--- src/rtl/hdq_rd_pkg.sv ---
// Shared types, register indexes and constants of the HDQ read master.
package hdq_rd_pkg;

  localparam int unsigned TickW = 10;
  localparam int unsigned CntW  = TickW + 1;

  // Length of the end gap after the last read slot
  localparam logic [TickW-1:0] END_GAP_TICKS = 10'd200;

  // Configuration register indexes
  localparam logic [2:0] REG_BREAK_LOW   = 3'd0;
  localparam logic [2:0] REG_BREAK_HIGH  = 3'd1;
  localparam logic [2:0] REG_ONE_LOW     = 3'd2;
  localparam logic [2:0] REG_ZERO_LOW    = 3'd3;
  localparam logic [2:0] REG_WRITE_BIT   = 3'd4;
  localparam logic [2:0] REG_TURNAROUND  = 3'd5;
  localparam logic [2:0] REG_SAMPLE_OFS  = 3'd6;
  localparam logic [2:0] REG_READ_BIT    = 3'd7;

  // Register reset values
  localparam logic [TickW-1:0] RST_BREAK_LOW  = 10'd200;
  localparam logic [TickW-1:0] RST_BREAK_HIGH = 10'd50;
  localparam logic [TickW-1:0] RST_ONE_LOW    = 10'd20;
  localparam logic [TickW-1:0] RST_ZERO_LOW   = 10'd100;
  localparam logic [TickW-1:0] RST_WRITE_BIT  = 10'd200;
  localparam logic [TickW-1:0] RST_TURNAROUND = 10'd170;
  localparam logic [TickW-1:0] RST_SAMPLE_OFS = 10'd58;
  localparam logic [TickW-1:0] RST_READ_BIT   = 10'd208;

  // Item kinds carried on the slave tuser
  localparam logic CMD_TICK  = 1'b0;
  localparam logic CMD_START = 1'b1;

  typedef enum logic [6:0] {
    PH_IDLE   = 7'b0000001,
    PH_BRK_LO = 7'b0000010,
    PH_BRK_HI = 7'b0000100,
    PH_WRITE  = 7'b0001000,
    PH_TURN   = 7'b0010000,
    PH_READ   = 7'b0100000,
    PH_GAP    = 7'b1000000
  } phase_e;

  typedef struct packed {
    logic [TickW-1:0] break_low;
    logic [TickW-1:0] break_high;
    logic [TickW-1:0] one_low;
    logic [TickW-1:0] zero_low;
    logic [TickW-1:0] write_bit;
    logic [TickW-1:0] turnaround;
    logic [TickW-1:0] sample_ofs;
    logic [TickW-1:0] read_bit;
  } cfg_t;

  typedef struct packed {
    logic       drive_enable;
    logic       drive_level;
    logic       busy;
    logic       data_valid;
    logic [7:0] read_data;
    logic       start_rejected;
  } res_t;

  // A zero length counts as one tick
  function automatic logic [TickW-1:0] at_least_one(input logic [TickW-1:0] v);
    at_least_one = (v == '0) ? TickW'(1) : v;
  endfunction

endpackage

--- src/rtl/hdq_rd_cfg.sv ---
// Configuration register bank of the HDQ read master.
module hdq_rd_cfg (
  input  logic                         clk_i,
  input  logic                         rst_ni,
  input  logic                         cfg_we_i,
  input  logic [2:0]                   cfg_idx_i,
  input  logic [hdq_rd_pkg::TickW-1:0] cfg_data_i,
  output hdq_rd_pkg::cfg_t             cfg_o
);

  hdq_rd_pkg::cfg_t cfg_d, cfg_q;

  // Decode the write index
  always_comb begin
    cfg_d = cfg_q;
    if (cfg_we_i) begin
      unique case (cfg_idx_i)
        hdq_rd_pkg::REG_BREAK_LOW:  cfg_d.break_low  = cfg_data_i;
        hdq_rd_pkg::REG_BREAK_HIGH: cfg_d.break_high = cfg_data_i;
        hdq_rd_pkg::REG_ONE_LOW:    cfg_d.one_low    = cfg_data_i;
        hdq_rd_pkg::REG_ZERO_LOW:   cfg_d.zero_low   = cfg_data_i;
        hdq_rd_pkg::REG_WRITE_BIT:  cfg_d.write_bit  = cfg_data_i;
        hdq_rd_pkg::REG_TURNAROUND: cfg_d.turnaround = cfg_data_i;
        hdq_rd_pkg::REG_SAMPLE_OFS: cfg_d.sample_ofs = cfg_data_i;
        hdq_rd_pkg::REG_READ_BIT:   cfg_d.read_bit   = cfg_data_i;
        default:                    cfg_d = cfg_q;
      endcase
    end
  end

  always_ff @(posedge clk_i or negedge rst_ni) begin
    if (!rst_ni) begin
      cfg_q.break_low  <= hdq_rd_pkg::RST_BREAK_LOW;
      cfg_q.break_high <= hdq_rd_pkg::RST_BREAK_HIGH;
      cfg_q.one_low    <= hdq_rd_pkg::RST_ONE_LOW;
      cfg_q.zero_low   <= hdq_rd_pkg::RST_ZERO_LOW;
      cfg_q.write_bit  <= hdq_rd_pkg::RST_WRITE_BIT;
      cfg_q.turnaround <= hdq_rd_pkg::RST_TURNAROUND;
      cfg_q.sample_ofs <= hdq_rd_pkg::RST_SAMPLE_OFS;
      cfg_q.read_bit   <= hdq_rd_pkg::RST_READ_BIT;
    end else begin
      cfg_q <= cfg_d;
    end
  end

  assign cfg_o = cfg_q;

endmodule

--- src/rtl/hdq_rd_seq.sv ---
// Bit-timing sequencer: phase, tick counter and shift registers, one step per item.
module hdq_rd_seq (
  input  logic             clk_i,
  input  logic             rst_ni,
  input  logic             step_i,
  input  logic             cmd_i,
  input  logic [7:0]       addr_i,
  input  logic             line_i,
  input  hdq_rd_pkg::cfg_t cfg_i,
  output hdq_rd_pkg::res_t res_o
);

  hdq_rd_pkg::phase_e                phase_d, phase_q;
  logic [hdq_rd_pkg::TickW-1:0]      tick_d, tick_q;
  logic [2:0]                        bit_d, bit_q;
  logic [7:0]                        shift_d, shift_q;
  logic [7:0]                        rx_d, rx_q;
  logic [hdq_rd_pkg::CntW-1:0]       cnt;
  logic [hdq_rd_pkg::TickW-1:0]      rd_per, smp_raw, smp_ofs, low_time;
  logic                              valid, rejected;

  assign cnt     = {1'b0, tick_q} + hdq_rd_pkg::CntW'(1);
  assign rd_per  = hdq_rd_pkg::at_least_one(cfg_i.read_bit);
  assign smp_raw = hdq_rd_pkg::at_least_one(cfg_i.sample_ofs);
  assign smp_ofs = (smp_raw > rd_per) ? rd_per : smp_raw;

  // Advance the phase by one tick or start a transaction
  always_comb begin
    phase_d  = phase_q;
    tick_d   = tick_q;
    bit_d    = bit_q;
    shift_d  = shift_q;
    rx_d     = rx_q;
    valid    = 1'b0;
    rejected = 1'b0;
    if (step_i) begin
      if (cmd_i == hdq_rd_pkg::CMD_START) begin
        if (phase_q == hdq_rd_pkg::PH_IDLE) begin
          phase_d = hdq_rd_pkg::PH_BRK_LO;
          tick_d  = '0;
          bit_d   = '0;
          shift_d = addr_i;
          rx_d    = '0;
        end else begin
          rejected = 1'b1;
        end
      end else begin
        unique case (phase_q)
          hdq_rd_pkg::PH_IDLE: ;
          hdq_rd_pkg::PH_BRK_LO: begin
            if (cnt >= {1'b0, hdq_rd_pkg::at_least_one(cfg_i.break_low)}) begin
              phase_d = hdq_rd_pkg::PH_BRK_HI;
              tick_d  = '0;
            end else begin
              tick_d = cnt[hdq_rd_pkg::TickW-1:0];
            end
          end
          hdq_rd_pkg::PH_BRK_HI: begin
            if (cnt >= {1'b0, hdq_rd_pkg::at_least_one(cfg_i.break_high)}) begin
              phase_d = hdq_rd_pkg::PH_WRITE;
              tick_d  = '0;
              bit_d   = '0;
            end else begin
              tick_d = cnt[hdq_rd_pkg::TickW-1:0];
            end
          end
          hdq_rd_pkg::PH_WRITE: begin
            if (cnt >= {1'b0, hdq_rd_pkg::at_least_one(cfg_i.write_bit)}) begin
              tick_d  = '0;
              shift_d = {1'b0, shift_q[7:1]};
              if (bit_q == 3'd7) begin
                bit_d = '0;
                // Skip the turnaround when its length is zero
                if (cfg_i.turnaround == '0) begin
                  phase_d = hdq_rd_pkg::PH_READ;
                end else begin
                  phase_d = hdq_rd_pkg::PH_TURN;
                end
              end else begin
                bit_d = bit_q + 3'd1;
              end
            end else begin
              tick_d = cnt[hdq_rd_pkg::TickW-1:0];
            end
          end
          hdq_rd_pkg::PH_TURN: begin
            if (cnt >= {1'b0, cfg_i.turnaround}) begin
              phase_d = hdq_rd_pkg::PH_READ;
              tick_d  = '0;
              bit_d   = '0;
            end else begin
              tick_d = cnt[hdq_rd_pkg::TickW-1:0];
            end
          end
          hdq_rd_pkg::PH_READ: begin
            // Sample the line at the slot offset
            if (cnt == {1'b0, smp_ofs}) begin
              rx_d[bit_q] = rx_q[bit_q] | line_i;
            end
            if (cnt >= {1'b0, rd_per}) begin
              tick_d = '0;
              if (bit_q == 3'd7) begin
                bit_d = '0;
                if (hdq_rd_pkg::END_GAP_TICKS == '0) begin
                  phase_d = hdq_rd_pkg::PH_IDLE;
                  valid   = 1'b1;
                end else begin
                  phase_d = hdq_rd_pkg::PH_GAP;
                end
              end else begin
                bit_d = bit_q + 3'd1;
              end
            end else begin
              tick_d = cnt[hdq_rd_pkg::TickW-1:0];
            end
          end
          hdq_rd_pkg::PH_GAP: begin
            if (cnt >= {1'b0, hdq_rd_pkg::END_GAP_TICKS}) begin
              phase_d = hdq_rd_pkg::PH_IDLE;
              tick_d  = '0;
              valid   = 1'b1;
            end else begin
              tick_d = cnt[hdq_rd_pkg::TickW-1:0];
            end
          end
          default: begin
            phase_d = hdq_rd_pkg::PH_IDLE;
            tick_d  = '0;
          end
        endcase
      end
    end
  end

  // Drive for the following tick, taken from the new state
  assign low_time = shift_d[0] ? cfg_i.one_low : cfg_i.zero_low;

  always_comb begin
    res_o.drive_enable   = 1'b0;
    res_o.drive_level    = 1'b0;
    res_o.busy           = (phase_d != hdq_rd_pkg::PH_IDLE);
    res_o.data_valid     = valid;
    res_o.read_data      = valid ? rx_d : 8'h00;
    res_o.start_rejected = rejected;
    case (phase_d)
      hdq_rd_pkg::PH_BRK_LO: res_o.drive_enable = 1'b1;
      hdq_rd_pkg::PH_BRK_HI: begin
        res_o.drive_enable = 1'b1;
        res_o.drive_level  = 1'b1;
      end
      hdq_rd_pkg::PH_WRITE: begin
        res_o.drive_enable = 1'b1;
        res_o.drive_level  = (tick_d >= low_time);
      end
      default: ;
    endcase
  end

  always_ff @(posedge clk_i or negedge rst_ni) begin
    if (!rst_ni) begin
      phase_q <= hdq_rd_pkg::PH_IDLE;
      tick_q  <= '0;
      bit_q   <= '0;
      shift_q <= '0;
      rx_q    <= '0;
    end else begin
      phase_q <= phase_d;
      tick_q  <= tick_d;
      bit_q   <= bit_d;
      shift_q <= shift_d;
      rx_q    <= rx_d;
    end
  end

endmodule

--- src/rtl/hdq_single_wire_read_master_top.sv ---
// Top level of the HDQ read master: input register, sequencer and result register.
//
//  channel   dir  tuser            tdata
//  s_axis    in   command          [7:0] address, [8] line_in
//  m_axis    out  data_valid       [0] drive_enable, [1] drive_level, [2] busy_res,
//                                  [10:3] read_data, [11] start_rejected
//  cfg       in   -                cfg_idx_i selects, cfg_data_i written on cfg_we_i
//
// One request a cycle is taken while the master side is not stalled; each result
// passes through the input register and the result register around the sequencer step.
// Reset clears the phase, counters, shift registers and both stage valids, and
// loads the timing registers with their defaults.
// A stalled master side holds the result; the input register still takes one
// further request before tready falls.
module hdq_single_wire_read_master_top (
  input  logic        clk_i,
  input  logic        rst_ni,
  input  logic        s_axis_tvalid,
  output logic        s_axis_tready,
  input  logic [15:0] s_axis_tdata,  // [7:0] address, [8] line_in, [15:9] zero
  input  logic        s_axis_tuser,  // [0] command
  output logic        m_axis_tvalid,
  input  logic        m_axis_tready,
  output logic [15:0] m_axis_tdata,  // [0] drive_enable, [1] drive_level, [2] busy_res,
                                     // [10:3] read_data, [11] start_rejected, [15:12] zero
  output logic        m_axis_tuser,  // [0] data_valid
  input  logic        cfg_we_i,
  input  logic [2:0]  cfg_idx_i,
  input  logic [9:0]  cfg_data_i
);

  hdq_rd_pkg::cfg_t cfg;
  hdq_rd_pkg::res_t res, res_q;
  logic             in_valid_q, out_valid_q;
  logic             in_cmd_q, in_line_q;
  logic [7:0]       in_addr_q;
  logic             step;

  // Move the held request into the result register when there is room
  assign step          = in_valid_q && (!out_valid_q || m_axis_tready);
  assign s_axis_tready = !in_valid_q || step;

  hdq_rd_cfg u_cfg (
    .clk_i      (clk_i),
    .rst_ni     (rst_ni),
    .cfg_we_i   (cfg_we_i),
    .cfg_idx_i  (cfg_idx_i),
    .cfg_data_i (cfg_data_i),
    .cfg_o      (cfg)
  );

  hdq_rd_seq u_seq (
    .clk_i  (clk_i),
    .rst_ni (rst_ni),
    .step_i (step),
    .cmd_i  (in_cmd_q),
    .addr_i (in_addr_q),
    .line_i (in_line_q),
    .cfg_i  (cfg),
    .res_o  (res)
  );

  // Input register: stage valid
  always_ff @(posedge clk_i or negedge rst_ni) begin
    if (!rst_ni) begin
      in_valid_q <= 1'b0;
    end else if (s_axis_tready) begin
      in_valid_q <= s_axis_tvalid;
    end
  end

  // Input register: payload
  always_ff @(posedge clk_i) begin
    if (s_axis_tvalid && s_axis_tready) begin
      in_cmd_q  <= s_axis_tuser;
      in_addr_q <= s_axis_tdata[7:0];
      in_line_q <= s_axis_tdata[8];
    end
  end

  // Result register: stage valid
  always_ff @(posedge clk_i or negedge rst_ni) begin
    if (!rst_ni) begin
      out_valid_q <= 1'b0;
    end else if (step) begin
      out_valid_q <= 1'b1;
    end else if (m_axis_tready) begin
      out_valid_q <= 1'b0;
    end
  end

  // Result register: payload
  always_ff @(posedge clk_i) begin
    if (step) begin
      res_q <= res;
    end
  end

  assign m_axis_tvalid = out_valid_q;
  assign m_axis_tuser  = res_q.data_valid;
  assign m_axis_tdata  = {4'b0000, res_q.start_rejected, res_q.read_data, res_q.busy,
                          res_q.drive_level, res_q.drive_enable};

  // A rejected start only happens while a transaction runs
  a_reject_busy: assert property (@(posedge clk_i) disable iff (!rst_ni)
    (out_valid_q && res_q.start_rejected) |-> res_q.busy)
    else $error("rejected start reported while idle");

  // A finished byte leaves the block idle with the line released
  a_valid_idle: assert property (@(posedge clk_i) disable iff (!rst_ni)
    (out_valid_q && res_q.data_valid) |-> (!res_q.busy && !res_q.drive_enable))
    else $error("byte completed while still busy or driving");

  // A high level is only ever driven
  a_level_driven: assert property (@(posedge clk_i) disable iff (!rst_ni)
    (out_valid_q && res_q.drive_level) |-> res_q.drive_enable)
    else $error("drive level without drive enable");

  // A full pipeline with a stalled master side takes no request
  a_full_stall: assert property (@(posedge clk_i) disable iff (!rst_ni)
    (in_valid_q && out_valid_q && !m_axis_tready) |-> !s_axis_tready)
    else $error("request taken while both stages are full");

endmodule
--- config.mk ---
export PLATFORM = sky130hd
export DESIGN_NAME = hdq_single_wire_read_master_top
export DESIGN_NICKNAME = d
export VERILOG_FILES = /design/src/rtl/hdq_rd_pkg.sv /design/src/rtl/hdq_rd_cfg.sv /design/src/rtl/hdq_rd_seq.sv /design/src/rtl/hdq_single_wire_read_master_top.sv
export SDC_FILE = /design/constraint.sdc
export NUM_CORES = 1
export LEC_CHECK = 0
export ABC_CLOCK_PERIOD_IN_PS = 7400
export BUFFER_PORTS_ARGS = -buffer_cell sky130_fd_sc_hd__buf_2
export CAP_MARGIN = 20
export CELL_PAD_IN_SITES_DETAIL_PLACEMENT = 0
export CELL_PAD_IN_SITES_GLOBAL_PLACEMENT = 1
export CORE_MARGIN = 2
export CORE_UTILIZATION = 50
export CTS_BUF_LIST = sky130_fd_sc_hd__clkbuf_2 sky130_fd_sc_hd__clkbuf_4 sky130_fd_sc_hd__clkbuf_8
export CTS_CLUSTER_DIAMETER = 80
export CTS_CLUSTER_SIZE = 28
export DETAILED_ROUTE_END_ITERATION = 8
export PLACE_DENSITY_LB_ADDON = 0.25
export SLEW_MARGIN = 20
export SYNTH_ARGS = -nofsm -noshare
export SYNTH_HDL_FRONTEND = slang
export SYNTH_SLANG_ARGS = --single-unit
--- constraint.sdc ---
create_clock -name clk_i -period 7.4 [get_ports clk_i]
set_input_delay 0.37 -clock clk_i [delete_from_list [all_inputs] [get_ports clk_i]]
set_output_delay 0.37 -clock clk_i [all_outputs]
set_load 0.05 [all_outputs]
# Word level (Yosys, flattened, before mapping)
# Cells that the tools add are included.
totals:
  reg_bits: 141
  latch_bits: 0
  mem_bits_rw: 0
  romBits: 0
  inputBits: 35
  out_inout_bits: 19
  wordCells: 154
  n_memories: 0
classes:
  addsub: 2
  multipliers: 0
  n_div: 0
  magnitude_cmp: 10
  n_eq_ne: 25
  shift: 0
  muxes: 62
  n_bitwise: 1
  reduce_logical: 29
ops:
  columns: ["op", "count"]
  rows:
  - ["2-to-1 mux 10 bit", 16]
  - ["2-to-1 mux 7 bit", 11]
  - ["2-to-1 mux 8 bit", 9]
  - ["case mux 10 bit (7 select lines)", 1]
  - ["logical NOT 10 bit", 6]
  - [">= comparator 11 x 10 -> 1 bit", 5]
  - ["case mux 7 bit (7 select lines)", 1]
  - ["2-to-1 mux 3 bit", 7]
  - ["AND reduction 2 bit", 8]
  - ["== test 3 bit (second input constant)", 5]
  - ["== test 7 x 2 -> 1 bit (second input constant)", 2]
  - ["== test 7 x 3 -> 1 bit (second input constant)", 2]
  - ["== test 7 x 4 -> 1 bit (second input constant)", 2]
  - ["inequality test 3 x 2 -> 1 bit (second input constant)", 4]
  - ["case mux 3 bit (4 select lines)", 1]
  - ["adder 10 x 1 -> 11 bit (second input constant)", 1]
  - ["== test 11 x 10 -> 1 bit", 1]
  - [">= comparator 11 x 8 -> 1 bit (second input constant)", 1]
  - ["2-to-1 mux 1 bit", 11]
  - [">= comparator 10 bit", 1]
  - ["greater-than comparator 10 bit", 1]
  - ["bitwise mux 8 bit", 1]
  - ["== test 7 x 1 -> 1 bit (second input constant)", 1]
  - ["== test 7 x 5 -> 1 bit (second input constant)", 1]
  - ["other kinds (23)", 30]

# Logic depth before layout (Yosys ltp)
# Gate-level depths: netlist of run 1.
depth:
  word_depth: 10
  depth_mapped: 25
  depth_no_buf: 25

# Cells and area by module
# From an unflattened synthesis of run 1, not the netlist that was laid out.
hier_totals:
  cells_unflattened: 823
  area_unflattened_um2: 8888.5
by_module_without_submodules:
  columns: ["mod", "n_inst", "cells_per_inst", "area_each_um2", "seq_area_each_um2"]
  rows:
  - ["hdq_rd_seq", 1, 612, 4865.9, 902.1]
  - ["hdq_rd_cfg", 1, 175, 3194.3, 2033.2]
  - ["hdq_single_wire_read_master_top", 1, 36, 828.3, 740.7]

# Least setup slack after synthesis of run 1
# No wires, ideal clock.
synth_path:
  path_kind: "reg-to-reg"
  start: "register u_seq.tick_q[0] (netlist name)"
  end: "register res_q (netlist bit m_axis_tdata[1]), data pin"
  setup_time_ns: 0.255
  t_arrival_ns: 5.118
  required_ns: 7.145
  setup_slack_ns: 2.026
  path_stages_with_launch: 26
  path_buffers: 1
  synth_period_minus_slack_ns: 5.374
  cell_sequence: "dfrtp_1 buf_2 nand3_1 nor3_1 nand3_1 xnor2_1 ha_1 o21a_1 o221a_1 a211o_1 a31o_1 nor4b_2 nor3_1 a31o_2 nor2_1 a21oi_1 ha_1 nand2b_1 a21o_1 a21o_1 a211oi_1 o21a_1 o31ai_1 o211ai_1 mux2i_1 and3b_1"
synth_lines:
  columns: ["item", "line", "text"]
  rows:
  - ["start: declaration", "hdq_rd_seq.sv:14", "logic [hdq_rd_pkg::TickW-1:0] tick_d, tick_q;"]
  - ["start signal: assignment", "hdq_rd_seq.sv:168", "tick_q <= tick_d;"]
  - ["end signal: assignment", "hdq_single_wire_read_master_top.sv:95", "res_q <= res;"]
  - ["end: declaration", "hdq_single_wire_read_master_top.sv:33", "hdq_rd_pkg::res_t res, res_q;"]

==> results.ini, run 1 <==
[detailed_routing]
firstDrtPassIters=7
drc=0
vias_per_cell=5.86
drtAntennaViolNets=0
drt_iter0_markers=513
finalWirelength_um=20400
wl_per_cell_um=17.9
vias=6661

[logic_synthesis]
async_reset_ff_share_pct=83.7
ys_ff_latch=141
ys_top_cells_by_area=dfrtp_1, ha_1, edfxtp_1
synth_top_area_share_pct=26.5
synth.top_cells.by_count=dfrtp_1, nand2_1, ha_1, inv_1, o21ai_0
ys_warn_count=0
synth_most_common_cell=dfrtp_1
ys_seq_area_share_pct=42.3
synth_top_area_cell=dfrtp_1
syn_area_mm2=0.00869
synth-edff-count=23
synth_cell_types=73
synth_ff_type=dfrtp_1
postSynthAreaPerCell_um2=10.1
syn_inst=864

[cts]
h-tree-depth=4
cts.repair.resized=0
clkLatencyLatePin_ns=0.46
cts.path.max_buffers=2
ctsRootBufferMaster=clkbuf_8
clock_sinks=141
cts.clk_slew.worst_paths_ns=0.09
cts_tree=yes
postCtsSetupBuffers=0
numCtsBuffers=17

[global_routing]
grt_pass1_vias=6421
antenna_found_initial=0
grt_pass1_wl_um=33300
grt_overflow=0
grt_max_degree=71
grt_use_total_pct=23.4

[die]
die_area_mm2=0.0184
std_cell_rows=48
io_pins=54
die_w_um=136
fp.coreArea_mm2=0.0171
die_h_um=136
initial_core_util_pct=50.8

[placement]
numPortBuffers=42
dp_cells=1104
post-dp-hpwl_um=15000
dpl_worst_slack_ns=1.31
placed_area_mm2=0.00908
place.gp.congestion=0.884

[timing]
hold_viol_final=0
setup_viol=0
period_share_pct=83.4
fmax_mhz=162
timing.final.max_slew_violations=0
relSlewSlack_pct=39.8
tightest_slew_ns=0.903
skew_ns=0.0100
rsz0062_at_grt=no
period_minus_slack_ns=6.17
fin_ws_ns=1.23
setup-tns-final_ns=0

[power_and_ir_drop]
p_switching_uw=825
peakVddDrop_mv=0.164
swShare_pct=34.6
seq_power_share_pct=42.7
internal-power_mw=1.56
p_comb_share_pct=30.3
power_density_mw_per_mm2=251
p_leak_nw=4.36
power_frac_clock_pct=27.0

[cells_and_area]
final_area_mm2=0.00950
syn_to_final_growth_pct=9.39
fillCellCount=1550
final_util_pct=55.5
finalNetCount=1007
final_cells=1137
drive_gt1_share_pct=20.0
insertedDiodeCount=0

[setup_path]
cp.required_ns=7.62
critPathMaxStageDelay_ns=0.42
critical_path_arrival_ns=6.39
worstSetupEndpointType=flip-flop
cp_max_fo=8
slowest_stage=nor4b_2
critPathMostFrequentCell=ha_1
crit_type=reg -> reg
cp.buffers_inverters=1
cp_top_family=compound AO/OA/AOI/OAI gates
cp-start-kind=flip-flop
cp_cell_sequence=ha_1 > nand4_1 > nor3_1 > xnor2_1 > inv_1 > ha_1 > a211o_1 > o221a_1 > a211o_1 > a31o_1 > nor4b_2 > nor3_1 > and2_1 > a21oi_1 > a22o_1 > ha_1 > a21o_1 > a21o_1 > a211oi_1 > o21a_1 > o31ai_1 > o211ai_1 > mux2i_1 > and3b_1

[hold_path]
hold_path.class=in -> reg

[outcome]
status=finished clean

[run]
maxCapViolCount=0

[through the flow]
| stage | total power [mW] | hold slack (ns) |
|---|---|---|
| 2_1_floorplan | 1.56 | 0.0744 |
| 3_3_place_gp | 1.72 | 0.418 |
| 3_5_place_dp | 1.75 | 0.435 |
| 4_1_cts | 2.40 | 0.0507 |
| 5_1_grt | 2.54 | 0.0431 |
| 6_report | 2.38 | 0.0779 |
[sequential cells by signal (all words and copies together) (netlist names), 3 cells and up]
register	count
u_cfg.cfg_o	80
m_axis_tdata	12
u_seq.tick_q	10
in_addr_q	8
u_seq.rx_q	8
u_seq.shift_q	8
u_seq.phase_q	7
u_seq.bit_q	3
[path summary, 6_finish.rpt]
check | slack (ns) | cells after the start | from | endpoint
max | 1.23 | 24 | u_seq.tick_q[1]$_DFF_PN0_ | m_axis_tdata[1]$_DFFE_PP_
min | 0.08 | 1 | s_axis_tdata[3] | in_addr_q[3]$_DFFE_PP_
max reg2reg | 1.23 | 24 | u_seq.tick_q[1]$_DFF_PN0_ | m_axis_tdata[1]$_DFFE_PP_
min reg2reg | 0.49 | 2 | u_seq.shift_q[2]$_DFFE_PN0P_ | u_seq.shift_q[2]$_DFFE_PN0P_
max in group asynchronous | 5.58 | 3 | rst_ni | u_cfg.cfg_o[39]$_DFFE_PN0P_
min in group asynchronous | 0.47 | 2 | rst_ni | u_seq.rx_q[2]$_DFF_PN0_
[metal layers]
| metal | GRT usage [%] | wire length (um) |
|---|---|---|
| met2 | 36.8 | 9490 |
| met3 | 5.59 | 989 |
| met1 | 32.0 | 9520 |
| met5 | 0 | 0 |
| met4 | 7.75 | 410 |
[worst reg2reg max path: cells and delay by family, from the launching register on]
| family | cells | cell delay (ns) |
|---|---|---|
| buffers and inverters | 1 | 0.26 |
| multiplexers | 1 | 0.09 |
| AO/OA/AOI/OAI | 12 | 2.61 |
| XOR/XNOR | 1 | 0.23 |
| AND/OR/NAND/NOR | 6 | 1.43 |
| adder cells (fa/ha/maj) | 3 | 0.93 |
| flip-flops | 1 | 0.40 |
[repair_timing]
| item | 4_1_cts | 5_1_grt |
|---|---|---|
| hold buffers | 1 | 0 |
| endpoints found under the hold margin | 42 | 0 |
| setup endpoints to repair | 0 | 0 |
[cell families after synthesis]
logic type | synth area share [%]
adders and majority gates | 10.5
AOI/OAI and AO/OA | 14.7
other | 0.0432
xor gates and xnor gates | 1.90
muxes | 9.94
DFF | 42.3
buffers and inverters | 5.16
and+or+nand+nor | 15.4
[placed cells by master (no fill, tap or decap), types with 5 or more instances in the layout]
master	n
a211oi_1	6
a21o_1	14
a21oi_1	31
a22oi_1	8
a31oi_1	10
a41o_1	7
and2_1	14
and3_1	8
and4_1	5
buf_2	41
buf_4	14
clkbuf_8	18
dfrtp_1	92
dfstp_2	26
edfxtp_1	23
ha_1	73
inv_1	62
inv_6	6
mux2_2	57
mux2i_1	21
nand2_1	89
nand2b_1	18
nand3_1	16
nand4_1	14
nor2_1	30
nor2b_1	7
nor3_1	20
nor4_1	12
o21a_1	9
o21ai_0	57
xnor2_1	15
[power by group through the flow]
stage	registers, mW	clock network, mW	logic (mW)
after CTS	1.02	0.660	0.722
after floorplan	1.02	0	0.539
after detailed placement	1.03	0	0.716
after global routing	1.04	0.689	0.815
after global placement	1.03	0	0.695
final	1.02	0.643	0.722
[layout make-up]
cell class / instances / area (um^2) / area share, %
Sequential cell: 141 / 3680 / 38.7
Inverter: 62 / 233 / 2.45
Timing Repair Buffer: 56 / 320 / 3.37
Clock buffer: 19 / 255 / 2.69
Clock inverter: 13 / 154 / 1.62
Multi-Input combinational cell: 621 / 4580 / 48.2
Tap cell: 225 / 282 / 2.96
Note: power is estimated with default switching activity, not from simulation.
==> run 2, diff against run 1 <==
ABC_AREA = 1   (was unset)
ABC_CLOCK_PERIOD_IN_PS = 6450   (was 7400)
CORE_UTILIZATION = 48   (was 50)
clock period = 6.45 ns   (was 7.4 ns; I/O delays follow)
==> results.ini, run 2 <==
[cts]
cts.path.max_buffers=2  ; unchanged
postCtsSetupBuffers=0  ; unchanged
clock_sinks=141  ; unchanged
cts_tree=yes  ; unchanged
clkLatencyLatePin_ns=0.46  ; about the same
numCtsBuffers=17  ; unchanged
h-tree-depth=4  ; unchanged
postCtsHoldBufs=1  ; unchanged
ctsRootBufferMaster=clkbuf_8  ; unchanged
cts.repair.resized=0  ; unchanged
cts.clk_slew.worst_paths_ns=0.09  ; about the same

[logic_synthesis]
syn_inst=1198  ; was 864
synth_top_area_cell=dfrtp_1  ; unchanged
synth_top_area_share_pct=24.9  ; was 26.5%
syn_area_mm2=0.00924  ; was 0.00869 mm^2
ys_warn_count=0  ; unchanged
ys_top_cells_by_area=dfrtp_1, nand2_1, ha_1  ; was dfrtp_1, ha_1, edfxtp_1
synth-edff-count=23  ; unchanged
synth.top_cells.by_count=nand2_1, inv_1, o21ai_0, dfrtp_1, nand3_1  ; was dfrtp_1, nand2_1, ha_1, inv_1, o21ai_0
async_reset_ff_share_pct=83.7  ; unchanged
postSynthAreaPerCell_um2=7.71  ; was 10.1 um^2
synth_ff_type=dfrtp_1  ; unchanged
ys_ff_latch=141  ; unchanged
ys_seq_area_share_pct=39.8  ; was 42.3%
synth_most_common_cell=nand2_1  ; was dfrtp_1
synth_cell_types=51  ; was 73

[run]
maxCapViolCount=0  ; unchanged

[global_routing]
grt_max_degree=62  ; was 71
grt_pass1_wl_um=38800  ; was 33300 um
grt_overflow=0  ; unchanged
grt_use_total_pct=25.0  ; was 23.4%
grt_pass1_vias=7383  ; was 6421
antenna_found_initial=0  ; unchanged

[setup_path]
cp.required_ns=6.79  ; was 7.62 ns
cp.buffers_inverters=2  ; was 1
critPathMaxStageDelay_ns=0.48  ; was 0.42 ns
cp_max_fo=11  ; was 8
reg2regPathDepth=27  ; was 24
slowest_stage=dfrtp_1  ; was nor4b_2
critPathMostFrequentCell=nand2_1  ; was ha_1
critical_path_arrival_ns=5.30  ; was 6.39 ns
cp_num_cells=27  ; was 24
worstSetupEndpointType=flip-flop  ; unchanged
cp-start-kind=flip-flop  ; unchanged
cp_top_family=simple AND/OR/NAND/NOR gates  ; was compound AO/OA/AOI/OAI gates
crit_type=reg -> reg  ; unchanged

[timing]
timing.final.max_slew_violations=0  ; unchanged
setup_viol=0  ; unchanged
skew_ns=0.0206  ; was 0.0100 ns
setup-tns-final_ns=0  ; unchanged
tightest_slew_ns=0.780  ; was 0.903 ns
period_share_pct=77.0  ; was 83.4%
rsz0062_at_grt=no  ; unchanged
finalHoldWorstSlack_ns=0.0412  ; was 0.0779 ns
hold_viol_final=0  ; unchanged
relSlewSlack_pct=48.0  ; was 39.8%
fmax_mhz=201  ; was 162 MHz
period_minus_slack_ns=4.97  ; was 6.17 ns

[hold_path]
hold_path_depth=1  ; unchanged
hold_path.class=in -> reg  ; unchanged

[die]
io_pins=54  ; unchanged
std_cell_rows=50  ; was 48
die_w_um=143  ; was 136 um
die_area_mm2=0.0204  ; was 0.0184 mm^2
initial_core_util_pct=49.2  ; was 50.8%
die_h_um=143  ; was 136 um
fp.coreArea_mm2=0.0188  ; was 0.0171 mm^2

[placement]
post-dp-hpwl_um=17500  ; was 15000 um
numPortBuffers=42  ; unchanged
place.gp.congestion=0.890  ; was 0.884

[detailed_routing]
finalWirelength_um=24000  ; was 20400 um
drt_iter0_markers=490  ; was 513
drtAntennaViolNets=0  ; unchanged
wl_per_cell_um=16.2  ; was 17.9 um
vias_per_cell=5.28  ; was 5.86
vias=7815  ; was 6661
drc=0  ; unchanged
firstDrtPassIters=5  ; was 7

[power_and_ir_drop]
power_density_mw_per_mm2=304  ; was 251 mW/mm^2
peakVddDrop_mv=0.187  ; was 0.164 mV
p_leak_nw=5.18  ; was 4.36 nW

[outcome]
status=finished clean  ; unchanged

[cells_and_area]
insertedDiodeCount=0  ; unchanged
mostFrequentLayoutCells=nand2_1, inv_1, o21ai_0  ; was dfrtp_1, nand2_1, ha_1
drive_gt1_share_pct=13.8  ; was 20.0%
largest_reg_flops=80  ; unchanged
final_common_cell=nand2_1  ; was dfrtp_1
syn_to_final_growth_pct=9.46  ; was 9.39%
fillCellCount=1846  ; was 1550
finalNetCount=1341  ; was 1007

## run 2: cells by family (layout without fill, tap and decap cells)
family / Yosys count / in the layout / synth area share (%)
DFF: 141 / 141 / 39.8
xor gates and xnor gates: 1 / 1 / 0.176
AOI/OAI and AO/OA: 176 / 176 / 10.4
and+or+nand+nor: 580 / 580 / 29.3
adders and majority gates: 73 / 73 / 9.89
muxes: 11 / 11 / 1.22
other: 1 / 4 / 0.0406
buffers and inverters: 215 / 260 / 9.16
## run 2: layout make-up
| type | count | area (um^2) | share of cell area, % |
|---|---|---|---|
| Clock buffer | 17 | 234 | 2.31 |
| Clock inverter | 15 | 204 | 2.02 |
| Inverter | 176 | 661 | 6.53 |
| Multi-Input combinational cell | 845 | 4740 | 46.9 |
| Sequential cell | 141 | 3680 | 36.4 |
| Tap cell | 234 | 293 | 2.90 |
| Timing Repair Buffer | 52 | 305 | 3.02 |
## run 2: through the flow
stage / utilization, % / instance area (um^2) / setup WS [ns] / instances / total power, mW
after global routing: 53.9 / 10100 / 0.944 / 1480 / 3.30
after CTS: 53.5 / 10000 / 1.45 / 1474 / 3.09
after floorplan: - / 9250 / 2.51 / 1201 / 2.04
final: 53.9 / 10100 / 1.48 / 1480 / 3.07
after detailed placement: 51.1 / 9600 / 1.47 / 1441 / 2.30
after global placement: 51.1 / 9600 / 1.47 / 1441 / 2.28
## run 2: worst paths after layout
path | startpoint | endpoint | slack [ns]
hold / removal | s_axis_tdata[8] | in_line_q$_DFFE_PP_ | 0.04
setup reg to reg | u_seq.tick_q[0]$_DFF_PN0_ | m_axis_tdata[1]$_DFFE_PP_ | 1.48
max in group asynchronous | rst_ni | u_seq.phase_q[6]$_DFF_PN0_ | 4.71
min in group asynchronous | rst_ni | u_cfg.cfg_o[74]$_DFFE_PN0P_ | 0.46
setup / recovery | u_seq.tick_q[0]$_DFF_PN0_ | m_axis_tdata[1]$_DFFE_PP_ | 1.48
hold reg to reg | u_cfg.cfg_o[59]$_DFFE_PN0P_ | u_cfg.cfg_o[59]$_DFFE_PN0P_ | 0.49
## run 2: where the power goes
group          internal [mW]  switching [mW]  total (mW)
sequential              1.08           0.104        1.19
clock                  0.398           0.386       0.784
combinational          0.353           0.744        1.10
## run 2: per-layer routing
metal	up-vias	GRT usage (%)	part of all wire, %
li1	4018	-	-
met1	3626	35.4	50
met2	149	40.3	46
met3	22	4.09	3.7
met4	0	5.99	1.0
met5	-	0	0
==> run 3, diff against run 2 <==
ABC_CLOCK_PERIOD_IN_PS = 4650   (was 6450)
clock period = 4.65 ns   (was 6.45 ns; I/O delays follow)
==> results.ini, run 3 (same netlist as run 2, synthesis figures left out) <==
[outcome]
status=finished clean  ; unchanged

[die]
fp.coreArea_mm2=0.0188  ; unchanged
io_pins=54  ; unchanged
initial_core_util_pct=49.2  ; unchanged
die_w_um=143  ; unchanged
std_cell_rows=50  ; unchanged
die_area_mm2=0.0204  ; unchanged
die_h_um=143  ; unchanged

[hold_path]
hp-start=cfg_data_i[0]  ; was s_axis_tdata[8]
hold_path.class=in -> reg  ; unchanged
whs_endpoint=u_cfg.cfg_o[0]$_DFFE_PN0P_  ; was in_line_q$_DFFE_PP_
hold_path_depth=3  ; was 1

[timing]
period_share_pct=93.4  ; was 77.0%
period_minus_slack_ns=4.34  ; was 4.97 ns
timing.final.max_slew_violations=0  ; unchanged
fin_ws_ns=0.305  ; was 1.48 ns
fmax_mhz=230  ; was 201 MHz
skew_ns=0.0166  ; was 0.0206 ns
setup-tns-final_ns=0  ; unchanged
tightest_slew_ns=0.748  ; was 0.780 ns
setup_viol=0  ; unchanged
relSlewSlack_pct=50.0  ; was 48.0%
hold_viol_final=0  ; unchanged

[global_routing]
gr-usage-met2_pct=40.7  ; was 40.3%
grt.busiest_layer=met2  ; unchanged
grt_pass1_wl_um=39900  ; was 38800 um
grt_max_degree=57  ; was 62
grt_pass1_vias=7657  ; was 7383
grt_use_total_pct=25.8  ; was 25.0%
grtUsageMet1_pct=35.9  ; was 35.4%
grt_overflow=0  ; unchanged
antenna_found_initial=0  ; unchanged
use_met3_pct=4.53  ; was 4.09%

[setup_path]
reg2regPathDepth=27  ; unchanged
cp-start-kind=flip-flop  ; unchanged
rrSetupSlack_ns=0.31  ; was 1.48 ns
reg2reg_from=u_seq.tick_q[1]$_DFF_PN0_  ; was u_seq.tick_q[0]$_DFF_PN0_
cp_max_fo=11  ; unchanged
critical_path_arrival_ns=4.57  ; was 5.30 ns
worstSetupEndpointType=flip-flop  ; unchanged
r2r-end=m_axis_tdata[1]$_DFFE_PP_  ; unchanged
cp.required_ns=4.88  ; was 6.79 ns
crit_type=reg -> reg  ; unchanged

[detailed_routing]
vias_per_cell=5.31  ; was 5.28
vias=8059  ; was 7815
wl_per_cell_um=16.3  ; was 16.2 um
finalWirelength_um=24700  ; was 24000 um
drc=0  ; unchanged
firstDrtPassIters=7  ; was 5
drt_iter0_markers=434  ; was 490
drtAntennaViolNets=0  ; unchanged

[placement]
placed_area_mm2=0.00975  ; was 0.00960 mm^2
dp_cells=1460  ; was 1441
place.gp.congestion=0.898  ; was 0.890
dpl_worst_slack_ns=0.159  ; was 1.47 ns
numPortBuffers=42  ; unchanged
post-dp-hpwl_um=17900  ; was 17500 um

[cts]
clkLatencyLatePin_ns=0.47  ; was 0.46 ns
cts.clk_slew.worst_paths_ns=0.09  ; about the same
cts.path.max_buffers=2  ; unchanged
h-tree-depth=4  ; unchanged
clock_sinks=141  ; unchanged
cts_tree=yes  ; unchanged
ctsRootBufferMaster=clkbuf_8  ; unchanged
numCtsBuffers=17  ; unchanged

[cells_and_area]
final_common_cell=nand2_1  ; unchanged
mostFrequentLayoutCells=nand2_1, inv_1, o21ai_0  ; unchanged
final_area_mm2=0.0105  ; was 0.0101 mm^2
drive_gt1_share_pct=17.1  ; was 13.8%
syn_to_final_growth_pct=14.1  ; was 9.46%
final_cells=1517  ; was 1480
insertedDiodeCount=0  ; unchanged
finalNetCount=1378  ; was 1341
largest_reg_flops=80  ; unchanged

[power_and_ir_drop]
peakVddDrop_mv=0.279  ; was 0.187 mV
p_leak_nw=5.34  ; was 5.18 nW
p_comb_share_pct=37.7  ; was 35.8%
internal-power_mw=2.57  ; was 1.83 mW
power_frac_clock_pct=24.1  ; was 25.6%
power_density_mw_per_mm2=410  ; was 304 mW/mm^2
seq_power_share_pct=38.2  ; was 38.7%
p_switching_mw=1.75  ; was 1.23 mW
swShare_pct=40.6  ; was 40.2%

[run]
maxCapViolCount=0  ; unchanged

-- run 3: changes by cell type in the layout (fill, tap and decap cells not counted), sizes merged --
cell and delta:
clkinvlp +3, inv -3, clkinv +1, buf +26
bufinv -1, dlygate4sd3 +10, nor2 +1
-- run 3: worst max path at each step --
stage / to / start / cells past startpoint / slack (ns)
final: m_axis_tdata[1]$_DFFE_PP_ / u_seq.tick_q[1]$_DFF_PN0_ / 27 / 0.31
after global routing: m_axis_tdata[1]$_DFFE_PP_ / u_seq.tick_q[0]$_DFF_PN0_ / 30 / -0.03
after CTS: m_axis_tdata[1]$_DFFE_PP_ / u_seq.tick_q[1]$_DFF_PN0_ / 28 / 0.14
after detailed placement: m_axis_tdata[1]$_DFFE_PP_ / u_seq.tick_q[1]$_DFF_PN0_ / 27 / 0.16
after global placement: m_axis_tdata[1]$_DFFE_PP_ / u_seq.tick_q[1]$_DFF_PN0_ / 28 / 0.27
after floorplan: m_axis_tdata[1]$_DFFE_PP_ / u_seq.tick_q[0]$_DFF_PN0_ / 26 / 0.71
-- run 3: power by group through the flow --
stage	clock network, mW	registers [mW]	logic (mW)
5_1_grt	1.12	1.68	1.87
3_5_place_dp	0	1.67	1.56
6_report	1.04	1.65	1.63
2_1_floorplan	0	1.70	1.13
3_3_place_gp	0	1.66	1.53
4_1_cts	1.06	1.64	1.58
-- run 3: critical path, stage by stage (launching register included) --
cell and delay [ns]:
dfrtp_1 0.43, ha_4 0.18, nand2_4 0.06, nor2_4 0.15, nand3_4 0.11, nand2_4 0.09
clkinvlp_4 0.18, buf_12 0.19, ha_1 0.28, nand2_1 0.08, nor2_2 0.13, nand2_1 0.06
nand2_1 0.07, nand3_2 0.10, nand2_4 0.12, nand2_1 0.10, o21ai_0 0.17, nand3_1 0.09
nand2_1 0.11, buf_12 0.15, mux2i_1 0.35, ha_1 0.30, nand2_1 0.11, o21ai_0 0.10
nand2_1 0.07, nand4_1 0.13, nand3_1 0.11, nand2_1 0.05
-- run 3: cell type report --
type	instances	area, um^2
fillers	1824	8230
well taps	234	293
multi-input cells	846	4840
flip-flops and latches	141	3680
repair buffers	88	638
inverters	176	672
clock inverters	15	176
clock buffers	17	234
-- run 3: routing by layer --
layer	up-vias	part of all wire, %
li1	4084	-
met1	3740	48
met4	0	2.5
met2	188	46
met5	-	0
met3	47	4.1
-- run 3: metrics by stage --
step                total power, mW  util (%)  hold slack [ns]
floorplan                      2.83         -          -0.0631
global placement               3.20      52.0           0.0732
detailed placement             3.23      52.0           0.0756
CTS                            4.29      55.0          0.00231
global route                   4.67      56.1           0.0130
finish                         4.32      56.1           0.0206
-- run 3: what timing repair did --
item	CTS	global route
resized for setup	0	34
setup endpoints to repair	0	1
buffers inserted	0	7
hold buffers	17	0
endpoints found under the hold margin	26	0
